===== config.mk =====
export PLATFORM = sky130hd
export DESIGN_NAME = rc_failsafe_mode_ppm_framer_top
export DESIGN_NICKNAME = d
export VERILOG_FILES = /design/src/hdl/rcfppm_pkg.sv /design/src/hdl/rcfppm_ctrl.sv /design/src/hdl/rcfppm_dp.sv /design/src/hdl/rc_failsafe_mode_ppm_framer_top.sv
export VERILOG_INCLUDE_DIRS = /design/src /design/src/hdl
export SDC_FILE = /design/constraint.sdc
export NUM_CORES = 2
export LEC_CHECK = 0
export BUFFER_PORTS_ARGS = -buffer_cell sky130_fd_sc_hd__buf_4
export CELL_PAD_IN_SITES_DETAIL_PLACEMENT = 0
export CELL_PAD_IN_SITES_GLOBAL_PLACEMENT = 1
export CORE_MARGIN = 3
export CORE_UTILIZATION = 49
export DETAILED_ROUTE_END_ITERATION = 12
export PLACE_DENSITY_LB_ADDON = 0.2
export SYNTH_ARGS = -nofsm -noshare
export SYNTH_HDL_FRONTEND = slang
export SYNTH_SLANG_ARGS = --single-unit

===== constraint.sdc =====
create_clock -name clk_i -period 5.59 [get_ports clk_i]
set_clock_uncertainty 0.05 [all_clocks]
set_input_delay 0.2795 -clock clk_i [delete_from_list [all_inputs] [get_ports clk_i]]
set_output_delay 0.2795 -clock clk_i [all_outputs]
set_load 0.02 [all_outputs]

===== src/hdl/rc_failsafe_mode_ppm_framer_top_assert.svh =====
// ----------------------------------------------------------------------------
// Assertion macros for the failsafe PPM framer
// Shared concurrent assertion forms used by the framer modules.
// ----------------------------------------------------------------------------
`ifndef RC_FAILSAFE_MODE_PPM_FRAMER_TOP_ASSERT_SVH
`define RC_FAILSAFE_MODE_PPM_FRAMER_TOP_ASSERT_SVH

// Implication checked on every clock edge outside reset.
`define RCF_ASSERT_IMP(lbl, clk, rstn, pre, post) \
  lbl: assert property (@(posedge clk) disable iff (!rstn) (pre) |-> (post)) \
    else $error("assertion failed");

// Next-cycle implication checked outside reset.
`define RCF_ASSERT_NXT(lbl, clk, rstn, pre, post) \
  lbl: assert property (@(posedge clk) disable iff (!rstn) (pre) |=> (post)) \
    else $error("assertion failed");

`endif


===== src/hdl/rcfppm_pkg.sv =====
// ----------------------------------------------------------------------------
// rcfppm_pkg
// Shared types and constants of the failsafe mode selector and PPM framer.
// ----------------------------------------------------------------------------
package rcfppm_pkg;

  localparam int unsigned FramePeriodUs = 20000;
  localparam int unsigned PulseUs       = 300;
  localparam int unsigned RfChannels    = 16;
  localparam int unsigned AutoChannels  = 8;
  localparam int unsigned PpmSlots      = 8;

  localparam logic [10:0] Neutral11  = 11'd1500;
  localparam logic [15:0] Neutral16  = 16'd1500;
  localparam logic [10:0] ChMin      = 11'd1000;
  localparam logic [10:0] ChMax      = 11'd2000;
  localparam logic [10:0] LowOffset  = 11'd302;
  localparam logic [15:0] InvertBase = 16'd3000;
  localparam logic [8:0]  HighCount  = 9'(PulseUs - 2);
  localparam logic [14:0] SyncBase   = 15'(FramePeriodUs - PulseUs);

  typedef enum logic [2:0] {
    OP_TICK  = 3'd0,
    OP_RF    = 3'd1,
    OP_HB    = 3'd2,
    OP_AUTO  = 3'd3,
    OP_FRAME = 3'd4
  } opcode_e;

  typedef enum logic [2:0] {
    MD_RF      = 3'd0,
    MD_AUTO    = 3'd1,
    MD_IDLE    = 3'd2,
    MD_AUTO_TO = 3'd3,
    MD_EMERG   = 3'd4
  } mode_e;

  typedef enum logic [2:0] {
    REG_RF_TO   = 3'd0,
    REG_HB_TO   = 3'd1,
    REG_CMD_TO  = 3'd2,
    REG_EMERG   = 3'd3,
    REG_AUTO    = 3'd4,
    REG_SEL_LO  = 3'd5,
    REG_SEL_HI  = 3'd6,
    REG_FIXED4  = 3'd7
  } reg_e;

  typedef struct packed {
    logic [15:0] rf_timeout;
    logic [15:0] hb_timeout;
    logic [15:0] cmd_timeout;
    logic [10:0] emerg_thr;
    logic [10:0] auto_thr;
    logic [10:0] sel_low;
    logic [10:0] sel_high;
    logic [10:0] fixed_ch4;
  } cfg_t;

  // controller -> datapath
  typedef struct packed {
    logic       do_ctrl;   // apply a non-frame item
    logic       emit;      // emit slot at slot_idx
    logic [3:0] slot_idx;
    logic       update;    // expire flags, pick mode, rebuild outputs
  } cmd_t;

  typedef struct packed {
    logic [2:0] mode;
    logic       link_ok;
  } stat_t;

  function automatic logic [10:0] clamp16(input logic [15:0] v);
    if (v < 16'(ChMin)) return ChMin;
    if (v > 16'(ChMax)) return ChMax;
    return v[10:0];
  endfunction

  function automatic logic [15:0] invert(input logic [15:0] v);
    return InvertBase - v;
  endfunction

endpackage


===== src/hdl/rcfppm_ctrl.sv =====
// ----------------------------------------------------------------------------
// rcfppm_ctrl
// Sequencer: accepts items, steps through the nine PPM slots of a frame.
// ----------------------------------------------------------------------------
`include "rc_failsafe_mode_ppm_framer_top_assert.svh"
module rcfppm_ctrl (
  input  logic               clk_i,
  input  logic               rst_ni,
  input  logic               in_valid_i,
  output logic               in_ready_o,
  input  logic [2:0]         opcode_i,
  output logic               out_valid_o,
  input  logic               out_ready_i,
  output rcfppm_pkg::cmd_t   cmd_o
);

  typedef enum logic [2:0] {
    ST_IDLE = 3'b001,
    ST_EMIT = 3'b010,
    ST_UPD  = 3'b100
  } state_e;

  state_e     state_q, state_d;
  logic [3:0] slot_q, slot_d;
  logic       acc;

  assign in_ready_o  = (state_q == ST_IDLE);
  assign acc         = in_valid_i && in_ready_o;
  assign out_valid_o = (state_q == ST_EMIT);

  always_comb begin
    state_d = state_q;
    slot_d  = slot_q;
    cmd_o   = '0;
    cmd_o.slot_idx = slot_q;
    unique case (state_q)
      ST_IDLE: begin
        if (acc) begin
          if (opcode_i == rcfppm_pkg::OP_FRAME) begin
            state_d = ST_EMIT;
            slot_d  = '0;
          end else begin
            cmd_o.do_ctrl = 1'b1;
          end
        end
      end
      ST_EMIT: begin
        if (out_ready_i) begin
          cmd_o.emit = 1'b1;
          if (slot_q == 4'(rcfppm_pkg::PpmSlots)) state_d = ST_UPD;
          else slot_d = slot_q + 4'd1;
        end
      end
      ST_UPD: begin
        cmd_o.update = 1'b1;
        state_d = ST_IDLE;
      end
      default: state_d = ST_IDLE;
    endcase
  end

  always_ff @(posedge clk_i or negedge rst_ni) begin
    if (!rst_ni) begin
      state_q <= ST_IDLE;
      slot_q  <= '0;
    end else begin
      state_q <= state_d;
      slot_q  <= slot_d;
    end
  end

  `RCF_ASSERT_IMP(a_onehot, clk_i, rst_ni, 1'b1, $onehot(state_q))
  `RCF_ASSERT_IMP(a_slot_rng, clk_i, rst_ni, out_valid_o, slot_q <= 4'd8)
  `RCF_ASSERT_NXT(a_upd_idle, clk_i, rst_ni, cmd_o.update, in_ready_o)

endmodule


===== src/hdl/rcfppm_dp.sv =====
// ----------------------------------------------------------------------------
// rcfppm_dp
// Channel stores, age timers, slot arithmetic and mode selection.
// ----------------------------------------------------------------------------
`include "rc_failsafe_mode_ppm_framer_top_assert.svh"
module rcfppm_dp (
  input  logic               clk_i,
  input  logic               rst_ni,
  input  rcfppm_pkg::cmd_t   cmd_i,
  input  rcfppm_pkg::cfg_t   cfg_i,
  input  logic [2:0]         opcode_i,
  input  logic [3:0]         chan_index_i,
  input  logic [15:0]        chan_value_i,
  input  logic               last_word_i,
  output logic [14:0]        low_count_o,
  output rcfppm_pkg::stat_t  stat_o
);

  logic [10:0] rf_stg_q [16];
  logic [10:0] rf_ch_q  [16];
  logic [15:0] au_stg_q [8];
  logic [15:0] au_ch_q  [8];
  logic [15:0] out_q    [8];
  logic [15:0] rf_age_q, hb_age_q, cmd_age_q;
  logic        link_q, host_q, fresh_q;
  logic [14:0] sum_q;

  logic        link_n, host_n, fresh_n;
  logic [2:0]  mode_n;
  logic [10:0] ch;
  logic [15:0] sync_gap;

  // slot arithmetic
  always_comb begin
    ch = rcfppm_pkg::clamp16(out_q[cmd_i.slot_idx[2:0]]);
    sync_gap = 16'(rcfppm_pkg::SyncBase) - 16'(sum_q);
    if (cmd_i.slot_idx[3]) begin
      if ($signed(sync_gap) > 16'sd2) low_count_o = 15'(sync_gap - 16'd2);
      else low_count_o = '0;
    end else begin
      low_count_o = 15'(ch - rcfppm_pkg::LowOffset);
    end
  end

  // mode selection, on flags after expiry
  always_comb begin
    link_n  = link_q  && !(rf_age_q  > cfg_i.rf_timeout);
    host_n  = host_q  && !(hb_age_q  > cfg_i.hb_timeout);
    fresh_n = fresh_q && !(cmd_age_q > cfg_i.cmd_timeout);
    priority if (!link_n)                         mode_n = rcfppm_pkg::MD_EMERG;
    else if (rf_ch_q[4] < cfg_i.emerg_thr)        mode_n = rcfppm_pkg::MD_EMERG;
    else if (rf_ch_q[8] < cfg_i.sel_low)          mode_n = rcfppm_pkg::MD_IDLE;
    else if (rf_ch_q[8] <= cfg_i.sel_high) begin
      if (rf_ch_q[5] < cfg_i.auto_thr && host_n && fresh_n) mode_n = rcfppm_pkg::MD_AUTO;
      else if (rf_ch_q[5] < cfg_i.auto_thr && host_n) mode_n = rcfppm_pkg::MD_AUTO_TO;
      else mode_n = rcfppm_pkg::MD_IDLE;
    end else mode_n = rcfppm_pkg::MD_RF;
  end

  // the mode shown on slots is the one picked at the end of this frame
  assign stat_o.mode    = mode_n;
  assign stat_o.link_ok = link_n;

  function automatic logic [15:0] age_up(input logic [15:0] a);
    return (a == 16'hFFFF) ? a : a + 16'd1;
  endfunction

  always_ff @(posedge clk_i or negedge rst_ni) begin
    if (!rst_ni) begin
      for (int i = 0; i < 16; i++) begin
        rf_stg_q[i] <= rcfppm_pkg::Neutral11;
        rf_ch_q[i]  <= rcfppm_pkg::Neutral11;
      end
      for (int i = 0; i < 8; i++) begin
        au_stg_q[i] <= rcfppm_pkg::Neutral16;
        au_ch_q[i]  <= rcfppm_pkg::Neutral16;
        out_q[i]    <= rcfppm_pkg::Neutral16;
      end
      rf_age_q  <= '0;
      hb_age_q  <= '0;
      cmd_age_q <= '0;
      link_q    <= 1'b0;
      host_q    <= 1'b0;
      fresh_q   <= 1'b0;
      sum_q     <= '0;
    end else begin
      if (cmd_i.do_ctrl) begin
        unique case (opcode_i)
          rcfppm_pkg::OP_TICK: begin
            rf_age_q  <= age_up(rf_age_q);
            hb_age_q  <= age_up(hb_age_q);
            cmd_age_q <= age_up(cmd_age_q);
          end
          rcfppm_pkg::OP_RF: begin
            rf_stg_q[chan_index_i] <= rcfppm_pkg::clamp16(chan_value_i);
            if (last_word_i) begin
              // commit staging with this beat's word folded in
              for (int i = 0; i < 16; i++)
                rf_ch_q[i] <= (4'(i) == chan_index_i) ?
                              rcfppm_pkg::clamp16(chan_value_i) : rf_stg_q[i];
              link_q   <= 1'b1;
              rf_age_q <= '0;
            end
          end
          rcfppm_pkg::OP_HB: begin
            host_q   <= 1'b1;
            hb_age_q <= '0;
          end
          rcfppm_pkg::OP_AUTO: begin
            if (!chan_index_i[3]) au_stg_q[chan_index_i[2:0]] <= chan_value_i;
            if (last_word_i) begin
              for (int i = 0; i < 8; i++)
                au_ch_q[i] <= (!chan_index_i[3] && 3'(i) == chan_index_i[2:0]) ?
                              chan_value_i : au_stg_q[i];
              fresh_q   <= 1'b1;
              cmd_age_q <= '0;
            end
          end
          default: ;
        endcase
      end
      if (cmd_i.emit) begin
        if (cmd_i.slot_idx == '0) sum_q <= 15'(ch);
        else if (!cmd_i.slot_idx[3]) sum_q <= sum_q + 15'(ch);
      end
      if (cmd_i.update) begin
        link_q  <= link_n;
        host_q  <= host_n;
        fresh_q <= fresh_n;
        unique case (mode_n)
          rcfppm_pkg::MD_RF: begin
            out_q[0] <= 16'(rf_ch_q[2]);
            out_q[1] <= rcfppm_pkg::invert(16'(rf_ch_q[0]));
            out_q[2] <= 16'(rf_ch_q[4]);
            out_q[3] <= 16'(cfg_i.fixed_ch4);
            out_q[4] <= 16'(rf_ch_q[10]);
            out_q[5] <= 16'(rf_ch_q[11]);
            out_q[6] <= rcfppm_pkg::invert(16'(rf_ch_q[6]));
            out_q[7] <= rcfppm_pkg::invert(16'(rf_ch_q[7]));
          end
          rcfppm_pkg::MD_AUTO: begin
            out_q[0] <= au_ch_q[0];
            out_q[1] <= au_ch_q[1];
            out_q[2] <= au_ch_q[2];
            out_q[3] <= 16'(cfg_i.fixed_ch4);
            out_q[4] <= au_ch_q[4];
            out_q[5] <= au_ch_q[5];
            out_q[6] <= rcfppm_pkg::invert(au_ch_q[6]);
            out_q[7] <= rcfppm_pkg::invert(au_ch_q[7]);
          end
          default: for (int i = 0; i < 8; i++) out_q[i] <= rcfppm_pkg::Neutral16;
        endcase
      end
    end
  end

  `RCF_ASSERT_IMP(a_link_mode, clk_i, rst_ni, !link_n,
                  mode_n == rcfppm_pkg::MD_EMERG)
  `RCF_ASSERT_NXT(a_rf_commit, clk_i, rst_ni,
                  cmd_i.do_ctrl && opcode_i == rcfppm_pkg::OP_RF && last_word_i,
                  link_q && rf_age_q == '0)
  `RCF_ASSERT_IMP(a_sum_rng, clk_i, rst_ni, 1'b1, sum_q <= 15'd16000)

endmodule


===== src/hdl/rc_failsafe_mode_ppm_framer_top.sv =====
// ----------------------------------------------------------------------------
// rc_failsafe_mode_ppm_framer_top
// Failsafe mode selector and PPM frame slot generator with APB registers.
// ----------------------------------------------------------------------------
// One item is taken at a time. Tick, RF word, heartbeat and autonomous word
// items are applied when accepted. A frame event is accepted and then sent as
// nine slot beats (channels 0..7, then the sync slot with frame_end set), each
// held until the output side takes it; an update step then expires flags,
// latches the mode and rebuilds the output channels. Each slot beat carries
// the mode and link flag that this frame's update will commit.
// Registers sit at byte addresses 4*i, are written in the APB access cycle and
// read back at any time; write them only while no frame is in flight.
module rc_failsafe_mode_ppm_framer_top (
  input  logic        clk_i,
  input  logic        rst_ni,
  // APB configuration
  input  logic        psel,
  input  logic        penable,
  input  logic        pwrite,
  input  logic [4:0]  paddr,
  input  logic [31:0] pwdata,
  output logic [31:0] prdata,
  output logic        pready,
  // input stream
  input  logic        s_axis_tvalid,
  output logic        s_axis_tready,
  input  logic [23:0] s_axis_tdata,   // chan_index[3:0], chan_value[19:4], 0
  input  logic [2:0]  s_axis_tuser,   // opcode[2:0]
  input  logic        s_axis_tlast,   // last_word
  // output stream
  output logic        m_axis_tvalid,
  input  logic        m_axis_tready,
  output logic [31:0] m_axis_tdata,   // slot[3:0], high_count[12:4], low_count[27:13],
                                      // new_mode[30:28], link_ok[31]
  output logic        m_axis_tlast    // frame_end
);

  rcfppm_pkg::cfg_t  cfg_q;
  rcfppm_pkg::cmd_t  cmd;
  rcfppm_pkg::stat_t stat;
  logic [14:0]       low_count;
  logic              wr;

  assign pready = 1'b1;
  assign wr     = psel && penable && pwrite;

  // register file: mask values to width, ignore unknown offsets
  always_ff @(posedge clk_i or negedge rst_ni) begin
    if (!rst_ni) begin
      cfg_q.rf_timeout  <= 16'd500;
      cfg_q.hb_timeout  <= 16'd300;
      cfg_q.cmd_timeout <= 16'd500;
      cfg_q.emerg_thr   <= 11'd1700;
      cfg_q.auto_thr    <= 11'd1700;
      cfg_q.sel_low     <= 11'd1250;
      cfg_q.sel_high    <= 11'd1750;
      cfg_q.fixed_ch4   <= 11'd1939;
    end else if (wr && paddr[1:0] == 2'b00) begin
      unique case (paddr[4:2])
        rcfppm_pkg::REG_RF_TO:  cfg_q.rf_timeout  <= pwdata[15:0];
        rcfppm_pkg::REG_HB_TO:  cfg_q.hb_timeout  <= pwdata[15:0];
        rcfppm_pkg::REG_CMD_TO: cfg_q.cmd_timeout <= pwdata[15:0];
        rcfppm_pkg::REG_EMERG:  cfg_q.emerg_thr   <= pwdata[10:0];
        rcfppm_pkg::REG_AUTO:   cfg_q.auto_thr    <= pwdata[10:0];
        rcfppm_pkg::REG_SEL_LO: cfg_q.sel_low     <= pwdata[10:0];
        rcfppm_pkg::REG_SEL_HI: cfg_q.sel_high    <= pwdata[10:0];
        rcfppm_pkg::REG_FIXED4: cfg_q.fixed_ch4   <= pwdata[10:0];
        default: ;
      endcase
    end
  end

  // readback
  always_comb begin
    unique case (paddr[4:2])
      rcfppm_pkg::REG_RF_TO:  prdata = 32'(cfg_q.rf_timeout);
      rcfppm_pkg::REG_HB_TO:  prdata = 32'(cfg_q.hb_timeout);
      rcfppm_pkg::REG_CMD_TO: prdata = 32'(cfg_q.cmd_timeout);
      rcfppm_pkg::REG_EMERG:  prdata = 32'(cfg_q.emerg_thr);
      rcfppm_pkg::REG_AUTO:   prdata = 32'(cfg_q.auto_thr);
      rcfppm_pkg::REG_SEL_LO: prdata = 32'(cfg_q.sel_low);
      rcfppm_pkg::REG_SEL_HI: prdata = 32'(cfg_q.sel_high);
      rcfppm_pkg::REG_FIXED4: prdata = 32'(cfg_q.fixed_ch4);
      default:                prdata = '0;
    endcase
  end

  // hold the accepted item's fields: the datapath samples them in the accept cycle
  rcfppm_ctrl u_ctrl (
    .clk_i       (clk_i),
    .rst_ni      (rst_ni),
    .in_valid_i  (s_axis_tvalid),
    .in_ready_o  (s_axis_tready),
    .opcode_i    (s_axis_tuser),
    .out_valid_o (m_axis_tvalid),
    .out_ready_i (m_axis_tready),
    .cmd_o       (cmd)
  );

  rcfppm_dp u_dp (
    .clk_i        (clk_i),
    .rst_ni       (rst_ni),
    .cmd_i        (cmd),
    .cfg_i        (cfg_q),
    .opcode_i     (s_axis_tuser),
    .chan_index_i (s_axis_tdata[3:0]),
    .chan_value_i (s_axis_tdata[19:4]),
    .last_word_i  (s_axis_tlast),
    .low_count_o  (low_count),
    .stat_o       (stat)
  );

  assign m_axis_tdata = {stat.link_ok, stat.mode, low_count, rcfppm_pkg::HighCount,
                         cmd.slot_idx};
  assign m_axis_tlast = cmd.slot_idx[3];

endmodule

* Word level (Yosys, flattened, before mapping)
Cells that the tools add are included.
** Cells by class
- Add/subtract/negate cells :: 13
- $mul :: 0
- Div/mod/pow operators :: 0
- $lt $le $gt $ge :: 17
- Equality and inequality tests :: 44
- Shift operators :: 0
- Mux-type cells :: 99
- Bitwise operators :: 4
- Reduce and logical (&&, ||, !) cells :: 59
** Operators with widths (number)
- 128-bit one-hot mux with 2 select lines :: 1
- 32-bit one-hot mux with 8 select lines :: 1
- 11-bit two-way mux :: 22
- 16-bit two-way mux :: 14
- 176-bit bitwise mux :: 1
- 128-bit bitwise mux :: 1
- 16-bit one-hot mux with 2 select lines :: 3
- 15-bit two-way mux :: 4
- 16-bit by 1-bit adder with 16-bit output, second input constant :: 3
- 16-bit binary-select mux with 3-bit select :: 1
- 16-bit demux with 3-bit select :: 1
- 16-bit equality test, second input constant :: 3
- 16-bit > comparator :: 3
- 11-bit demux with 4-bit select :: 1
- 12-bit by 11-bit subtractor with 13-bit output, first input constant :: 3
- 1-bit two-way mux :: 34
- 11-bit < comparator :: 3
- 16-bit by 11-bit > comparator with 1-bit output, second input constant :: 2
- 16-bit by 10-bit < comparator with 1-bit output, second input constant :: 2
- 12-bit by 16-bit subtractor with 16-bit output, first input constant :: 2
- 3-bit two-way mux :: 9
- 2-bit AND reduction :: 11
- 3-bit equality test, second input constant :: 6
- 1-bit logical AND :: 18
- other kinds (36) :: 87
** Word-level totals
- Bits in registers :: 819
- Bits in latches :: 0
- Memory bits (writable) :: 0
- Memory bits (read-only) :: 0
- Input port bits :: 72
- Word-level logic and storage cells :: 301
- Memories kept :: 0

* Logic depth before layout (Yosys ltp)
- Depth after elaboration :: 13
- Depth in mapped cells :: 22

* By module
From an unflattened synthesis, not the netlist that was laid out.
** Unflattened totals
- Cells, all modules :: 3714
- Area total of the unflattened synthesis :: 37090.6 sq um
** By module, submodules not included
- rcfppm_dp :: instances 1, cells an instance 3305, area each 31542.8 sq um
- rc_failsafe_mode_ppm_framer_top :: instances 1, cells an instance 371, area each 5123.7 sq um
- rcfppm_ctrl :: instances 1, cells an instance 38, area each 424.2 sq um

* Worst setup path after synthesis
No wires, ideal clock.
- Path type :: flip-flop to flip-flop
- From :: register u_ctrl.slot_q[0]
- To :: register u_dp.sum_q[14]
- Data arrival time :: 4.681 ns
- Required time :: 5.457 ns
- Path slack :: 0.776 ns
- Stages on the path, launching flop included :: 22
- Buffers on the path :: 2
- Period minus slack after synthesis :: 4.814 ns
- Path through :: dfrtp_1 buf_6 buf_6 mux4_2 mux2i_1 and4b_1 nand4_1 a211o_1 or2_2 inv_1 ha_1 inv_1 fa_1 nor2b_1 o21ai_0 a21boi_0 o21a_1 o21ai_0 a211oi_1 o211ai_1 or3_1 o21ai_0
** On the way
- Word-level cells in the longest chain between the ends :: 12
- Elaborated cells on any way between the ends :: 18
** RTL lines
- start, declared :: RTL line rcfppm_ctrl.sv:24 : logic [3:0] slot_q, slot_d;
- start signal, assigned :: RTL line rcfppm_ctrl.sv:68 : slot_q <= slot_d;
- 3-bit NOT with 4-bit output (implied by the code) :: RTL line rcfppm_dp.sv:35 : ch = rcfppm_pkg::clamp16(out_q[cmd_i.slot_idx[2:0]]);
- 16-bit binary-select mux with 3-bit select :: RTL line rcfppm_dp.sv:35
- 16-bit two-way mux (implied by the code) (2 in a row) :: RTL line rcfppm_dp.sv:35
- 16-bit by 11-bit > comparator with 1-bit output :: RTL line rcfppm_pkg.sv:75 : if (v > 16'(ChMax)) return ChMax;
- 1-bit two-way mux (2 in a row) :: RTL line rcfppm_pkg.sv:75
- 11-bit two-way mux :: RTL line rcfppm_pkg.sv:76 : return v[10:0];
- 11-bit two-way mux :: RTL line rcfppm_pkg.sv:75
- 15-bit by 11-bit adder with 15-bit output :: RTL line rcfppm_dp.sv:124 : else if (!cmd_i.slot_idx[3]) sum_q <= sum_q + 15'(ch);
- 15-bit two-way mux :: RTL line rcfppm_dp.sv:124
- 15-bit two-way mux :: RTL line rcfppm_dp.sv:123 : if (cmd_i.slot_idx == '0) sum_q <= 15'(ch);
- end signal, assigned :: RTL line rcfppm_dp.sv:123
- end signal, assigned :: RTL line rcfppm_dp.sv:124
- end, declared :: RTL line rcfppm_dp.sv:26 : logic [14:0] sum_q;
Several ways; a longest one is shown, not always the timed one. The select of a mux whose other input is x is not followed.
A chain may end at the register's enable or synchronous reset.

* Worst setup path in the final report
- From :: register u_ctrl.slot_q[0]
- To :: output m_axis_tdata[20]
** On the way
- Word-level cells in the longest chain between the ends :: 11
- Elaborated cells on any way between the ends :: 14
** RTL lines
- 3-bit NOT with 4-bit output (implied by the code) (*) :: RTL line rcfppm_dp.sv:35
- 16-bit binary-select mux with 3-bit select (*) :: RTL line rcfppm_dp.sv:35
- 16-bit two-way mux (implied by the code) (*) (2 in a row) :: RTL line rcfppm_dp.sv:35
- 16-bit by 11-bit > comparator with 1-bit output :: RTL line rcfppm_pkg.sv:75
- 1-bit two-way mux (2 in a row) :: RTL line rcfppm_pkg.sv:75
- 11-bit two-way mux :: RTL line rcfppm_pkg.sv:76
- 11-bit two-way mux (*) :: RTL line rcfppm_pkg.sv:75
- 11-bit by 9-bit subtractor with 12-bit output (*) :: RTL line rcfppm_dp.sv:41 : low_count_o = 15'(ch - rcfppm_pkg::LowOffset);
- 15-bit two-way mux (*) :: RTL line rcfppm_dp.sv:37 : if (cmd_i.slot_idx[3]) begin
- end, declared :: RTL line rc_failsafe_mode_ppm_framer_top.sv:33 : output logic [31:0] m_axis_tdata,
Every way passes the cells marked *; elsewhere a longest branch is shown, timed or not. The select of a mux whose other input is x is not followed.

==> results_dict.tcl <==
set metrics [dict create \
    cts.clk_slew.worst_paths_ns 0.06 \
    rsz0062_at_grt "false" \
    nets 4080 \
    grt_max_degree 188 \
    h-tree-depth 3 \
    routed_wl_um 107100 \
    synthSimpleGateAreaFrac 0.1486 \
    cts_buffers 80 \
    ys.flop_type "dfrtp_1" \
    synth_area_um2 37320 \
    port_buffers 93 \
    critPathMaxStageDelay_ns 0.63 \
    syn2layout_area_growth_pct 12.01 \
    synth_seq_cells 721 \
    hold_ws_ns 0.07153 \
    yosysUniqueCellTypes 82 \
    hold_class "in2reg" \
    cp_cell_sequence "mux4_2 > mux2i_1 > and4b_1 > nand4_1 > a211o_1 > buf_4 > nor2_1 > ha_1 > nor2b_1 > a221o_1 > nor2b_1 > mux2i_1 > o32ai_1 > buf_4" \
    ir_drop_v 0.0002705 \
    finalSetupTns_ns 0 \
    cp.arrival_ns 4.91 \
    slew_headroom 0.2314 \
    drc_errors 0 \
    final_layout_size_suffix_gt1_frac 0.2240 \
    min_period_over_period 0.9372 \
    p_per_area_nw_per_um2 375.8 \
    worst_slew_pin_slew_ns 1.152 \
    crit_path_top_delay_cell "dfrtp_4" \
    min_period_ns 5.239 \
    insertion_delay_ns 0.63 \
    dr.pass1.iters 6 \
    required_ns 5.26 \
    max_freq_mhz 190.9 \
    die_h_um 282.0 \
    vias 28400 \
    synth_compound_area_frac 0.1445 \
    hold_viol_final 0 \
    p_leak_nw 17.64 \
    synth_area_leader_cell "dfrtp_1" \
    wl_per_cell_um 21.73 \
    yosysMostFrequentCell "nand2_1" \
    gr-total-overflow 0 \
    vias_per_cell 5.760 \
    cts_root_buffer "clkbuf_16" \
    synth_top_area_share 0.2649 \
    fillers 6774 \
    cts_tree "yes" \
    dp_hpwl_um 72340 \
    start_kind "register" \
    final_cell_count_no_fill 4930 \
    fp-row-count 100 \
    critPathCaptureType "output pin" \
    start_util 0.4979 \
    first_global_vias 27230 \
    post-place-cells 4743 \
    synth.avg_cell_area_um2 9.576 \
    synthTopCellsByCount "nand2_1 (549), nor2_1 (412), dfrtp_1 (395)" \
    yosys.area_share.adder 0.03903 \
    synth_area_leaders "dfrtp_1 (26%), dfstp_2 (23%), mux2_2 (6.6%)" \
    critPathMaxFanout 12 \
    clock_tree.buffer_depth 3 \
    status "completed" \
    synth_edf_count 0 \
    die_area_um2 79500 \
    cts.sinks 721 \
    yosys_warnings 0 \
    drv_cap 0 \
    finalMaxSlewViolations 0 \
    gr-usage-all-layers 0.2714 \
    grt_pass1_wl_um 166100 \
    coreArea_um2 74950 \
    place.gp.congestion 0.8681 \
    synthXorXnorAreaFrac 0.02770 \
    io_pins 140 \
    synth_mux_area_frac 0.09784 \
    antenna_found_initial 1 \
    synth_top_family_by_area "simple AND/OR/NAND/NOR gates" \
    drtIter0Drc 2333 \
    syn_inst 3897 \
    ys_seq_area_frac 0.4944 \
    crit_type "reg2out" \
    setup_viol 0 \
    die_x_um 282.0 \
    synth_async_sr_flop_share 1.000 \
    detail-route-antenna-nets 0 \
]
## layout make-up
cell class / count / area, um2 / share of cell area
timing repair buffer: 187 / 1617 / 0.03868
sequential: 721 / 18450 / 0.4415
multi-input combinational: 2762 / 17320 / 0.4144
clock inverter: 25 / 211.5 / 0.005059
clock buffer: 124 / 2451 / 0.05864
tap: 969 / 1212 / 0.02901
antenna: 1 / 2.502 / 0.00005987
inverter: 141 / 529.3 / 0.01266
## final timing paths
| kind | cells after the start | to | start | slack (ns) |
|---|---|---|---|---|
| worst max-delay path | 14 | m_axis_tdata[20] | u_ctrl.slot_q[0] | 0.35 |
| worst min-delay path | 4 | u_ctrl.state_q[0] | s_axis_tuser[2] | 0.07 |
| worst max register to register | 19 | u_dp.sum_q[14] | u_ctrl.slot_q[0] | 0.40 |
| worst min register to register | 2 | u_dp.out_q[92] | u_dp.out_q[92] | 0.42 |
| max in group asynchronous | 3 | u_dp.au_ch_q[28] | rst_ni | 3.66 |
| min in group asynchronous | 2 | u_dp.rf_age_q[14] | rst_ni | 0.17 |
## routing by layer
metal  wire length [um]  vias to the layer above  GRT usage  part of all wire
met3               4956                      182    0.03602             0.046
met1              48490                    14020     0.3835              0.45
met2              49810                      682     0.4324              0.46
met4               3868                        0    0.09382             0.036
li1                   -                    13520          -                 -
met5                  0                        -          0                 0
## flip-flops by register name (all words and copies together) (netlist names), 3 cells and up
signal / flops
u_dp.out_q: 123
u_dp.au_ch_q: 112
u_dp.au_stg_q: 112
cfg_q: 103
u_dp.rf_ch_q: 99
u_dp.rf_stg_q: 99
u_dp.cmd_age_q: 16
u_dp.hb_age_q: 16
u_dp.rf_age_q: 16
u_dp.sum_q: 15
u_ctrl.slot_q: 4
u_ctrl.state_q: 3
## worst max-delay path: cells and delay by family (launching register included)
family                   cells  cell delay [ns]
multiplexers                 3             1.15
AO/OA/AOI/OAI                3             0.93
flip-flops                   1             0.63
AND/OR/NAND/NOR              5             0.89
buffers and inverters        2             0.40
adder cells (fa/ha/maj)      1             0.26
## placed cells by master (no fill, tap or decap), types with 26 or more instances in the layout
master         instances
dlygate4sd3_1         37
mux4_2                30
nor2_1               408
ha_1                 114
a21oi_1              257
a31oi_1              120
nor2b_1               31
dfstp_2              326
mux2i_1               52
xor2_1                68
dfrtp_1              394
conb_1                26
nand3_1               74
clkbuf_16             83
inv_1                140
nand2_1              546
nor3_1                32
xnor2_1               50
buf_4                140
o21ai_0              340
mux2_2               218
nand4_1               62
## through the flow
step / total power, mW / worst slack, ns / cell area [um2] / utilization
final: 15.71 / 0.3511 / 41800 / 0.5577
after global routing: 16.50 / 0.02201 / 41800 / 0.5577
after CTS: 15.79 / 0.2335 / 41790 / 0.5576
after detailed placement: 10.39 / 0.3527 / 38760 / 0.5172
after global placement: 10.30 / 0.3959 / 38760 / 0.5172
after floorplan: 8.994 / 0.7761 / 37410 / -
## cells by family after synthesis
logic type                 count (synthesis)
and+or+nand+nor                         1278
other                                      2
xor gates and xnor gates                 118
muxes                                    300
buffers and inverters                    438
AOI/OAI and AO/OA                        924
adders and majority gates                116
DFF                                      721
## report_power, final
| part | total, mW | internal (mW) | leakage [nW] | switching, mW |
|---|---|---|---|---|
| Combinational | 3.68 | 1.32 | 7.62 | 2.36 |
| Clock | 5.34 | 3.16 | 1.33 | 2.19 |
| Sequential | 6.69 | 6.12 | 8.70 | 0.563 |
## repair_timing
action	4_1_cts	5_1_grt
hold endpoints to repair	248	0
buffers inserted	0	0
resized for setup	0	1
hold buffers	37	0
endpoints found under the setup margin	0	2
No activity file was read; power rests on OpenSTA's default activity.
